### config.mk
export PLATFORM = sky130hd
export DESIGN_NAME = temp_sensor_convert_average_top
export DESIGN_NICKNAME = d
export VERILOG_FILES = /design/src/rtl/tsca_pkg.sv /design/src/rtl/tsca_cell.sv /design/src/rtl/tsca_conv.sv /design/src/rtl/tsca_avg.sv /design/src/rtl/temp_sensor_convert_average_top.sv
export SDC_FILE = /design/constraint.sdc
export NUM_CORES = 2
export LEC_CHECK = 0
export ABC_AREA = 1
export BUFFER_PORTS_ARGS = -buffer_cell sky130_fd_sc_hd__clkbuf_2
export CORE_UTILIZATION = 55
export CTS_CLUSTER_DIAMETER = 50
export DETAILED_ROUTE_END_ITERATION = 12
export GPL_TIMING_DRIVEN = 0
export PLACE_DENSITY = 0.76
export SLEW_MARGIN = 15
export SYNTH_ARGS = -nofsm -noshare
export SYNTH_HDL_FRONTEND = slang
export SYNTH_SLANG_ARGS = --single-unit
### constraint.sdc
create_clock -name clk -period 10.2 [get_ports clk]
set_input_delay 0.51 -clock clk [delete_from_list [all_inputs] [get_ports clk]]
set_output_delay 0.51 -clock clk [all_outputs]
set_load 0.01 [all_outputs]
### src/rtl/tsca_pkg.sv
// shared types and constants of the temperature sensor averaging block
// no dependencies
`timescale 1ns / 1ps
`default_nettype none

package tsca_pkg;

	localparam int CAL_W    = 12;
	localparam int MV_W     = 12;
	localparam int SAMPLE_W = 15;
	localparam int AVG_W    = 8;

	typedef logic signed [SAMPLE_W-1:0] sample_t;
	typedef logic [CAL_W-1:0]           cal_t;
	typedef logic [MV_W-1:0]            mv_t;
	typedef logic signed [AVG_W-1:0]    avg_t;

	// window preset, 41.5 degrees
	localparam sample_t PRESET_TENTHS = 15'sd415;
	localparam cal_t    CAL_RESET     = 12'd1775;

endpackage

`default_nettype wire

### src/rtl/tsca_cell.sv
// one cell of the sample window: holds a sample and passes it on when the row shifts
// depends on tsca_pkg
`timescale 1ns / 1ps
`default_nettype none

module tsca_cell (
	input  wire logic              clk,
	input  wire logic              arst_n,
	input  wire logic              shift,
	input  wire tsca_pkg::sample_t d,
	output tsca_pkg::sample_t      tap_q
);

	always_ff @(posedge clk or negedge arst_n) begin
		if (!arst_n) begin
			tap_q <= tsca_pkg::PRESET_TENTHS;
		end else if (shift) begin
			tap_q <= d;
		end
	end

endmodule

`default_nettype wire

### src/rtl/tsca_conv.sv
// three stage conversion of sensor millivolts to tenths of a degree
// division by the constant denominator through a reciprocal and one correction; uses tsca_pkg
`timescale 1ns / 1ps
`default_nettype none

module tsca_conv (
	input  wire logic              clk,
	input  wire logic              arst_n,
	input  wire tsca_pkg::cal_t    cal_code,
	input  wire logic              in_valid,
	output logic                   in_ready,
	input  wire tsca_pkg::mv_t     sense_mv,
	output logic                   out_valid,
	input  wire logic              out_ready,
	output tsca_pkg::sample_t      sample
);

	localparam int CONV_DEN = 176085;
	localparam int RECIP    = 12195;    // floor(2^31 / CONV_DEN)
	localparam int SHIFT    = 31;
	localparam int MAG_W    = 31;
	localparam int RECIP_W  = 14;
	localparam int PROD_W   = MAG_W + RECIP_W;
	localparam int Q_W      = 14;
	localparam int Q_MAX    = 10000;

	logic vld_s1, vld_s2, vld_s3;
	logic en1, en2, en3;

	logic               neg_s1, neg_s2;
	logic [MAG_W-1:0]   mag_s1, mag_s2;
	logic [PROD_W-1:0]  prod_s2;

	logic signed [31:0] cal_term, mv_term, total, total_abs;
	logic [Q_W-1:0]     q_est, q_fix, q_clip;
	logic [31:0]        rem;
	tsca_pkg::sample_t  mag_sample;

	assign en3      = !vld_s3 || out_ready;
	assign en2      = !vld_s2 || en3;
	assign en1      = !vld_s1 || en2;
	assign in_ready = en1;
	assign out_valid = vld_s3;

	// stage 1: exact integer numerator and its magnitude
	always_comb begin
		cal_term  = $signed({20'd0, cal_code}) * 32'sd3300;
		mv_term   = $signed({20'd0, sense_mv}) * 32'sd4095;
		total     = 32'sd52825500 + 32'sd100 * (cal_term - mv_term);
		total_abs = total[31] ? -total : total;
	end

	// stage 3: estimate is exact or one short
	always_comb begin
		q_est  = prod_s2[SHIFT +: Q_W];
		rem    = 32'({1'b0, mag_s2}) - (32'(q_est) * 32'(CONV_DEN));
		q_fix  = q_est + Q_W'(rem >= 32'(CONV_DEN));
		q_clip = (q_fix > Q_W'(Q_MAX)) ? Q_W'(Q_MAX) : q_fix;
		mag_sample = tsca_pkg::sample_t'({1'b0, q_clip});
	end

	always_ff @(posedge clk or negedge arst_n) begin
		if (!arst_n) begin
			vld_s1 <= 1'b0;
			vld_s2 <= 1'b0;
			vld_s3 <= 1'b0;
		end else begin
			if (en1) vld_s1 <= in_valid;
			if (en2) vld_s2 <= vld_s1;
			if (en3) vld_s3 <= vld_s2;
		end
	end

	always_ff @(posedge clk) begin
		if (en1) begin
			neg_s1 <= total[31];
			mag_s1 <= total_abs[MAG_W-1:0];
		end
		if (en2) begin
			neg_s2  <= neg_s1;
			mag_s2  <= mag_s1;
			prod_s2 <= PROD_W'(mag_s1) * PROD_W'(RECIP);
		end
		if (en3) begin
			sample <= neg_s2 ? -mag_sample : mag_sample;
		end
	end

endmodule

`default_nettype wire

### src/rtl/tsca_avg.sv
// three stage rounding and saturation of the window sum to whole degrees
// division by ten times the window length via an elaborated reciprocal; uses tsca_pkg
`timescale 1ns / 1ps
`default_nettype none

module tsca_avg #(
	parameter  int WINDOW_LEN = 8,
	localparam int SUM_W      = $clog2(10000 * WINDOW_LEN + 1) + 1
) (
	input  wire logic                    clk,
	input  wire logic                    arst_n,
	input  wire logic                    in_valid,
	output logic                         in_ready,
	input  wire logic signed [SUM_W-1:0] sum,
	input  wire tsca_pkg::sample_t       sample_in,
	output logic                         out_valid,
	input  wire logic                    out_ready,
	output tsca_pkg::sample_t            sample_out,
	output tsca_pkg::avg_t               avg
);

	localparam int XW    = SUM_W + 1;
	localparam int D10   = 10 * WINDOW_LEN;
	localparam int YW    = $clog2(2560 * WINDOW_LEN);
	localparam int K     = YW;
	localparam int RECIP = (1 << K) / D10;
	localparam int PW    = 2 * K;
	localparam logic signed [XW-1:0] HALF = XW'(5 * WINDOW_LEN);
	localparam logic signed [XW-1:0] LIM  = XW'(1280 * WINDOW_LEN);

	logic vld_s1, vld_s2, vld_s3;
	logic en1, en2, en3;

	logic               hi_s1, lo_s1, hi_s2, lo_s2;
	logic [YW-1:0]      y_s1, y_s2;
	logic [PW-1:0]      prod_s2;
	tsca_pkg::sample_t  smp_s1, smp_s2;

	logic signed [XW-1:0] x, y_full;
	logic [7:0]           q_est, q_fix;
	logic [YW:0]          rem;

	assign en3       = !vld_s3 || out_ready;
	assign en2       = !vld_s2 || en3;
	assign en1       = !vld_s1 || en2;
	assign in_ready  = en1;
	assign out_valid = vld_s3;

	// offset so the quotient is non-negative when in range
	always_comb begin
		x      = XW'(sum) + HALF;
		y_full = x + LIM;
	end

	always_comb begin
		q_est = prod_s2[K +: 8];
		rem   = {1'b0, y_s2} - (YW + 1)'(q_est * D10);
		q_fix = q_est + 8'(rem >= (YW + 1)'(D10));
	end

	always_ff @(posedge clk or negedge arst_n) begin
		if (!arst_n) begin
			vld_s1 <= 1'b0;
			vld_s2 <= 1'b0;
			vld_s3 <= 1'b0;
		end else begin
			if (en1) vld_s1 <= in_valid;
			if (en2) vld_s2 <= vld_s1;
			if (en3) vld_s3 <= vld_s2;
		end
	end

	always_ff @(posedge clk) begin
		if (en1) begin
			hi_s1  <= (x >= LIM);
			lo_s1  <= (x < -LIM);
			y_s1   <= y_full[YW-1:0];
			smp_s1 <= sample_in;
		end
		if (en2) begin
			hi_s2   <= hi_s1;
			lo_s2   <= lo_s1;
			y_s2    <= y_s1;
			smp_s2  <= smp_s1;
			prod_s2 <= PW'(y_s1) * PW'(RECIP);
		end
		if (en3) begin
			sample_out <= smp_s2;
			priority if (hi_s2) begin
				avg <= 8'sd127;
			end else if (lo_s2) begin
				avg <= -8'sd128;
			end else begin
				avg <= tsca_pkg::avg_t'({~q_fix[7], q_fix[6:0]});
			end
		end
	end

endmodule

`default_nettype wire

### src/rtl/temp_sensor_convert_average_top.sv
// top level of the temperature sensor conversion and moving average block
// depends on tsca_pkg, tsca_conv, tsca_cell, tsca_avg
//
// channel   dir  fields (lsb first)                       transfer when
// s_*       in   tdata: sense_mv[11:0], zero pad           s_tvalid & s_tready
// m_*       out  tdata: sample_tenths[14:0], avg[22:15]    m_tvalid & m_tready
// cfg_*     in   cal_code[11:0]                            cfg_wr_en
//
// one item per cycle sustained while m_tready stays high; each item passes every stage register to m_tvalid
// the stage chain is conversion (3), window and sum (1), average (3), seven registers in all
// each stage holds only while its successor is full and stalled, so bubbles close up
// and input transfers continue while a finished result waits on m_tready
// reset loads the window with the preset and the sum with preset times window length;
// the window sits in flip-flops, so no clearing pass is needed
`timescale 1ns / 1ps
`default_nettype none

module temp_sensor_convert_average_top #(
	parameter int WINDOW_LEN = 8
) (
	input  wire logic        clk,
	input  wire logic        arst_n,
	// configuration: cal_code
	input  wire logic        cfg_wr_en,
	input  wire logic [11:0] cfg_wr_data,
	// input stream
	input  wire logic        s_tvalid,
	output logic             s_tready,
	input  wire logic [15:0] s_tdata,   // [11:0] sense_mv, [15:12] zero
	// output stream
	output logic             m_tvalid,
	input  wire logic        m_tready,
	output logic [23:0]      m_tdata    // [14:0] sample_tenths, [22:15] avg_degrees, [23] zero
);

	localparam int SUM_W = $clog2(10000 * WINDOW_LEN + 1) + 1;

	// calibration register
	tsca_pkg::cal_t cal_q;

	always_ff @(posedge clk or negedge arst_n) begin
		if (!arst_n) begin
			cal_q <= tsca_pkg::CAL_RESET;
		end else if (cfg_wr_en) begin
			cal_q <= cfg_wr_data;
		end
	end

	// conversion pipeline
	logic              conv_vld, conv_rdy;
	tsca_pkg::sample_t conv_sample;

	tsca_conv u_conv (
		.clk       (clk),
		.arst_n    (arst_n),
		.cal_code  (cal_q),
		.in_valid  (s_tvalid),
		.in_ready  (s_tready),
		.sense_mv  (s_tdata[11:0]),
		.out_valid (conv_vld),
		.out_ready (conv_rdy),
		.sample    (conv_sample)
	);

	// window stage: row of cells plus running sum
	logic                    win_vld_s4;
	logic                    win_en;
	logic                    win_load;
	logic                    avg_rdy;
	logic signed [SUM_W-1:0] sum_q;
	tsca_pkg::sample_t       taps [WINDOW_LEN];

	assign win_en   = !win_vld_s4 || avg_rdy;
	assign conv_rdy = win_en;
	// the row only moves when a new sample enters, so the window follows the item stream
	assign win_load = win_en && conv_vld;

	for (genvar i = 0; i < WINDOW_LEN; i++) begin : g_cell
		tsca_cell u_cell (
			.clk    (clk),
			.arst_n (arst_n),
			.shift  (win_load),
			.d      ((i == 0) ? conv_sample : taps[(i == 0) ? 0 : i - 1]),
			.tap_q  (taps[i])
		);
	end

	always_ff @(posedge clk or negedge arst_n) begin
		if (!arst_n) begin
			win_vld_s4 <= 1'b0;
			sum_q      <= SUM_W'(415 * WINDOW_LEN);
		end else begin
			if (win_en) win_vld_s4 <= conv_vld;
			// oldest sample drops out of the last cell as the new one enters the first
			if (win_load) sum_q <= sum_q - SUM_W'(taps[WINDOW_LEN-1]) + SUM_W'(conv_sample);
		end
	end

	// average, rounding and saturation
	tsca_pkg::sample_t out_sample;
	tsca_pkg::avg_t    out_avg;

	tsca_avg #(
		.WINDOW_LEN (WINDOW_LEN)
	) u_avg (
		.clk        (clk),
		.arst_n     (arst_n),
		.in_valid   (win_vld_s4),
		.in_ready   (avg_rdy),
		.sum        (sum_q),
		.sample_in  (taps[0]),
		.out_valid  (m_tvalid),
		.out_ready  (m_tready),
		.sample_out (out_sample),
		.avg        (out_avg)
	);

	assign m_tdata = {1'b0, out_avg, out_sample};

endmodule

`default_nettype wire

==> results.py <==
metrics = {
    "placement": {
        "dp_hpwl_mm": 75.2,
        "portBuffers": 52,
        "gp_congestion": 0.930,
        "post_dp_cell_area_sq_um": 42800,
        "place_ws_ps": -1280,
    },
    "route": {
        "drc_errors": 1,
        "drt_wl_total_mm": 90.1,
        "viasPerCell": 5.24,
        "wl_per_cell_um": 15.6,
        "num_vias": 30300,
        "postRouteAntennaNets": 0,
        "drt_first_pass_iters": 10,
        "drt_iter0_drc": 1541,
    },
    "critical_path": {
        "path_delay_family": "adder cells",
        "crit_fanout": 10,
        "cp-start-kind": "flop",
        "crit_path_end_kind": "flop",
        "max_stage_delay_ps": 590,
        "critPathArrivalTime_ps": 10130,
        "cpMostUsedCell": "inv_1",
        "worstSetupStartpoint": "cal_q[3]",
        "worst-setup-path-type": "flop to flop",
        "cp.required_ps": 10520,
        "slowest_stage": "dfstp_2",
        "crit_buf_inv": 11,
        "reg2reg_from": "cal_q[3]",
    },
    "die": {
        "die_area_sq_um": 76200,
        "die_y_um": 276,
        "ioPinCount": 59,
        "rows": 100,
        "start_util_pct": 55.6,
        "core_sq_um": 74300,
        "fp.dieW_um": 276,
    },
    "synthesis": {
        "synth_edf_count": 180,
        "synth_top_flop_cell": "edfxtp_1",
        "ys_async_sr_fraction_pct": 46.6,
        "synth.distinct_cells": 60,
        "yosysWarnings": 0,
        "yosysTopAreaCellShare_pct": 22.6,
        "synthTopCellsByArea": "fa_1 (23%), ha_1 (19%), edfxtp_1 (13%), inv_1 (9.4%), nand2_1 (8.3%)",
        "syn-num-nets": 5764,
        "ys_ff_latch": 337,
        "synth_top_area_cell": "fa_1",
        "synthCells": 4649,
        "syn_area_per_cell_sq_um": 8.88,
        "synth_area_sq_um": 41300,
        "yosysSeqAreaShare_pct": 22.8,
    },
    "timing": {
        "finalCritPeriodShare_pct": 96.2,
        "max_slew_margin_pct": 27.0,
        "finClkSkew_ps": 32.1,
        "final.setup.tns_ps": 0,
        "whs_ps": 158,
        "fin_ws_ps": 392,
        "final_max_slew_viol_count": 0,
        "fin_crit_ps": 9810,
        "setup_viol": 0,
        "worst_slew_pin_slew_ps": 1090,
        "rsz0062_at_grt": "yes",
        "fmax_ghz": 0.102,
        "hold_violations": 0,
    },
    "hold_path": {
        "hold_class": "input pin to flop",
        "worstHoldStart": "cfg_wr_data[9]",
    },
    "clock_network": {
        "htree_num_levels": 2,
        "clk_latency_ps": 580,
        "clk_path_buf_depth": 3,
        "cts_sinks": 337,
        "cts_buffers": 42,
        "cts_tree": "done",
        "clockRootBuffer": "clkbuf_16",
        "clkTransAtPathRegs_ps": 60,
    },
    "global_routing": {
        "grt_pass1_vias": 31600,
        "grt-ovfl-total": 0,
        "grt_util_all_layers_pct": 24.3,
        "grt_pass1_wl_mm": 151,
        "antenna_found_initial": 0,
        "grt_max_degree": 102,
    },
    "cells_and_area": {
        "nets": 5887,
        "area_delta_synth_final_pct": 8.27,
        "diodes": 0,
        "drive_above_1_share_pct": 7.64,
        "finish.instance_area_sq_um": 44700,
        "final_common_cell": "inv_1",
        "final_cell_mix": "inv_1 (1029), nand2_1 (908), ha_1 (605)",
    },
    "flow_run": {
        "drv_cap": 0,
    },
    "outcome": {
        "violations": "design-rule violations",
        "status": "finished, violations left",
    },
}
[final timing paths]
path / to / slack, ps / cells past startpoint
setup / recovery: u_conv.mag_s1[27] / 390 / 48
hold / removal: cal_q[9] / 160 / 3
setup reg to reg: u_conv.mag_s1[27] / 390 / 48
hold reg to reg: u_avg.smp_s2[1] / 420 / 0
max in group asynchronous: g_cell[2].u_cell.tap_q[4] / 8840 / 3
min in group asynchronous: g_cell[0].u_cell.tap_q[6] / 450 / 2
[cells by family (layout without fill, tap and decap cells)]
group	count (synthesis)	after routing	synth area share, %
DFF	337	337	22.8
xor gates and xnor gates	208	208	4.41
buffers and inverters	1089	1246	9.99
AOI/OAI and AO/OA	487	487	6.56
adders and majority gates	1082	1082	41.3
muxes	7	7	0.191
other	1	1	0.00908
and+or+nand+nor	1438	1438	14.8
[stage by stage]
stage          utilization [%]  instances
4_1_cts                   59.7       5751
6_report                  60.2       5775
3_3_place_gp              57.5       5670
5_1_grt                   60.2       5775
2_1_floorplan                -       4649
3_5_place_dp              57.6       5672
[flip-flops by register name, indices dropped and copies added, names as in the netlist, 18 cells and up]
register / cells
u_conv.mag_s2: 29
sum_q: 18
g_cell.u_cell.tap_q: 120
u_conv.mag_s1: 29
[routing by layer]
metal / GRT usage [%] / share of wire [%] / vias up
met4: 7.78 / 3.2 / 0
met5: 0 / 0 / -
li1: - / - / 14900
met1: 31.3 / 43 / 14500
met3: 2.21 / 4.1 / 187
met2: 43.1 / 49 / 667
[repair_timing]
item	CTS	global route
hold endpoints to repair	29	0
hold buffers	1	0
resized for setup	16	47
buffers inserted	0	24
endpoints found under the setup margin	29	36
pin swaps	0	9
[layout make-up]
class,instances,area (sq um)
Buffer,38,179
Timing Repair Buffer,79,509
Fill cell,6256,29600
Clock inverter,34,387
Inverter,1051,3950
Tap cell,969,1210
Multi-Input combinational cell,3223,28000
Clock buffer,44,1060
Sequential cell,337,9420
[Yosys cell counts (13+ instances only)]
cell type  instances
a21oi_1          210
dfrtp_1           85
nand2_2           23
nor2_1           201
o21ai_0          169
nand2_1          912
nor3_1            27
a21o_1            22
dfstp_2           72
xnor2_1           68
nor4_1            13
ha_1             616
or2_2             17
nand4_1           46
fa_1             466
inv_1           1035
inv_2             14
xor2_1           140
nand3_1          159
edfxtp_1         180
clkbuf_1          30
[worst register-to-register path, delay by kind of cell, from the launching register on]
kind | cells | cell delay [ps]
DFF | 1 | 590
AOI/OAI and AO/OA | 8 | 1460
and+or+nand+nor | 16 | 1850
buffers and inverters | 11 | 860
xor gates and xnor gates | 2 | 460
adders and majority gates | 11 | 4360
Power is not shown: default switching activity piles up to over one toggle a cycle in this logic, so the estimate is an artifact.
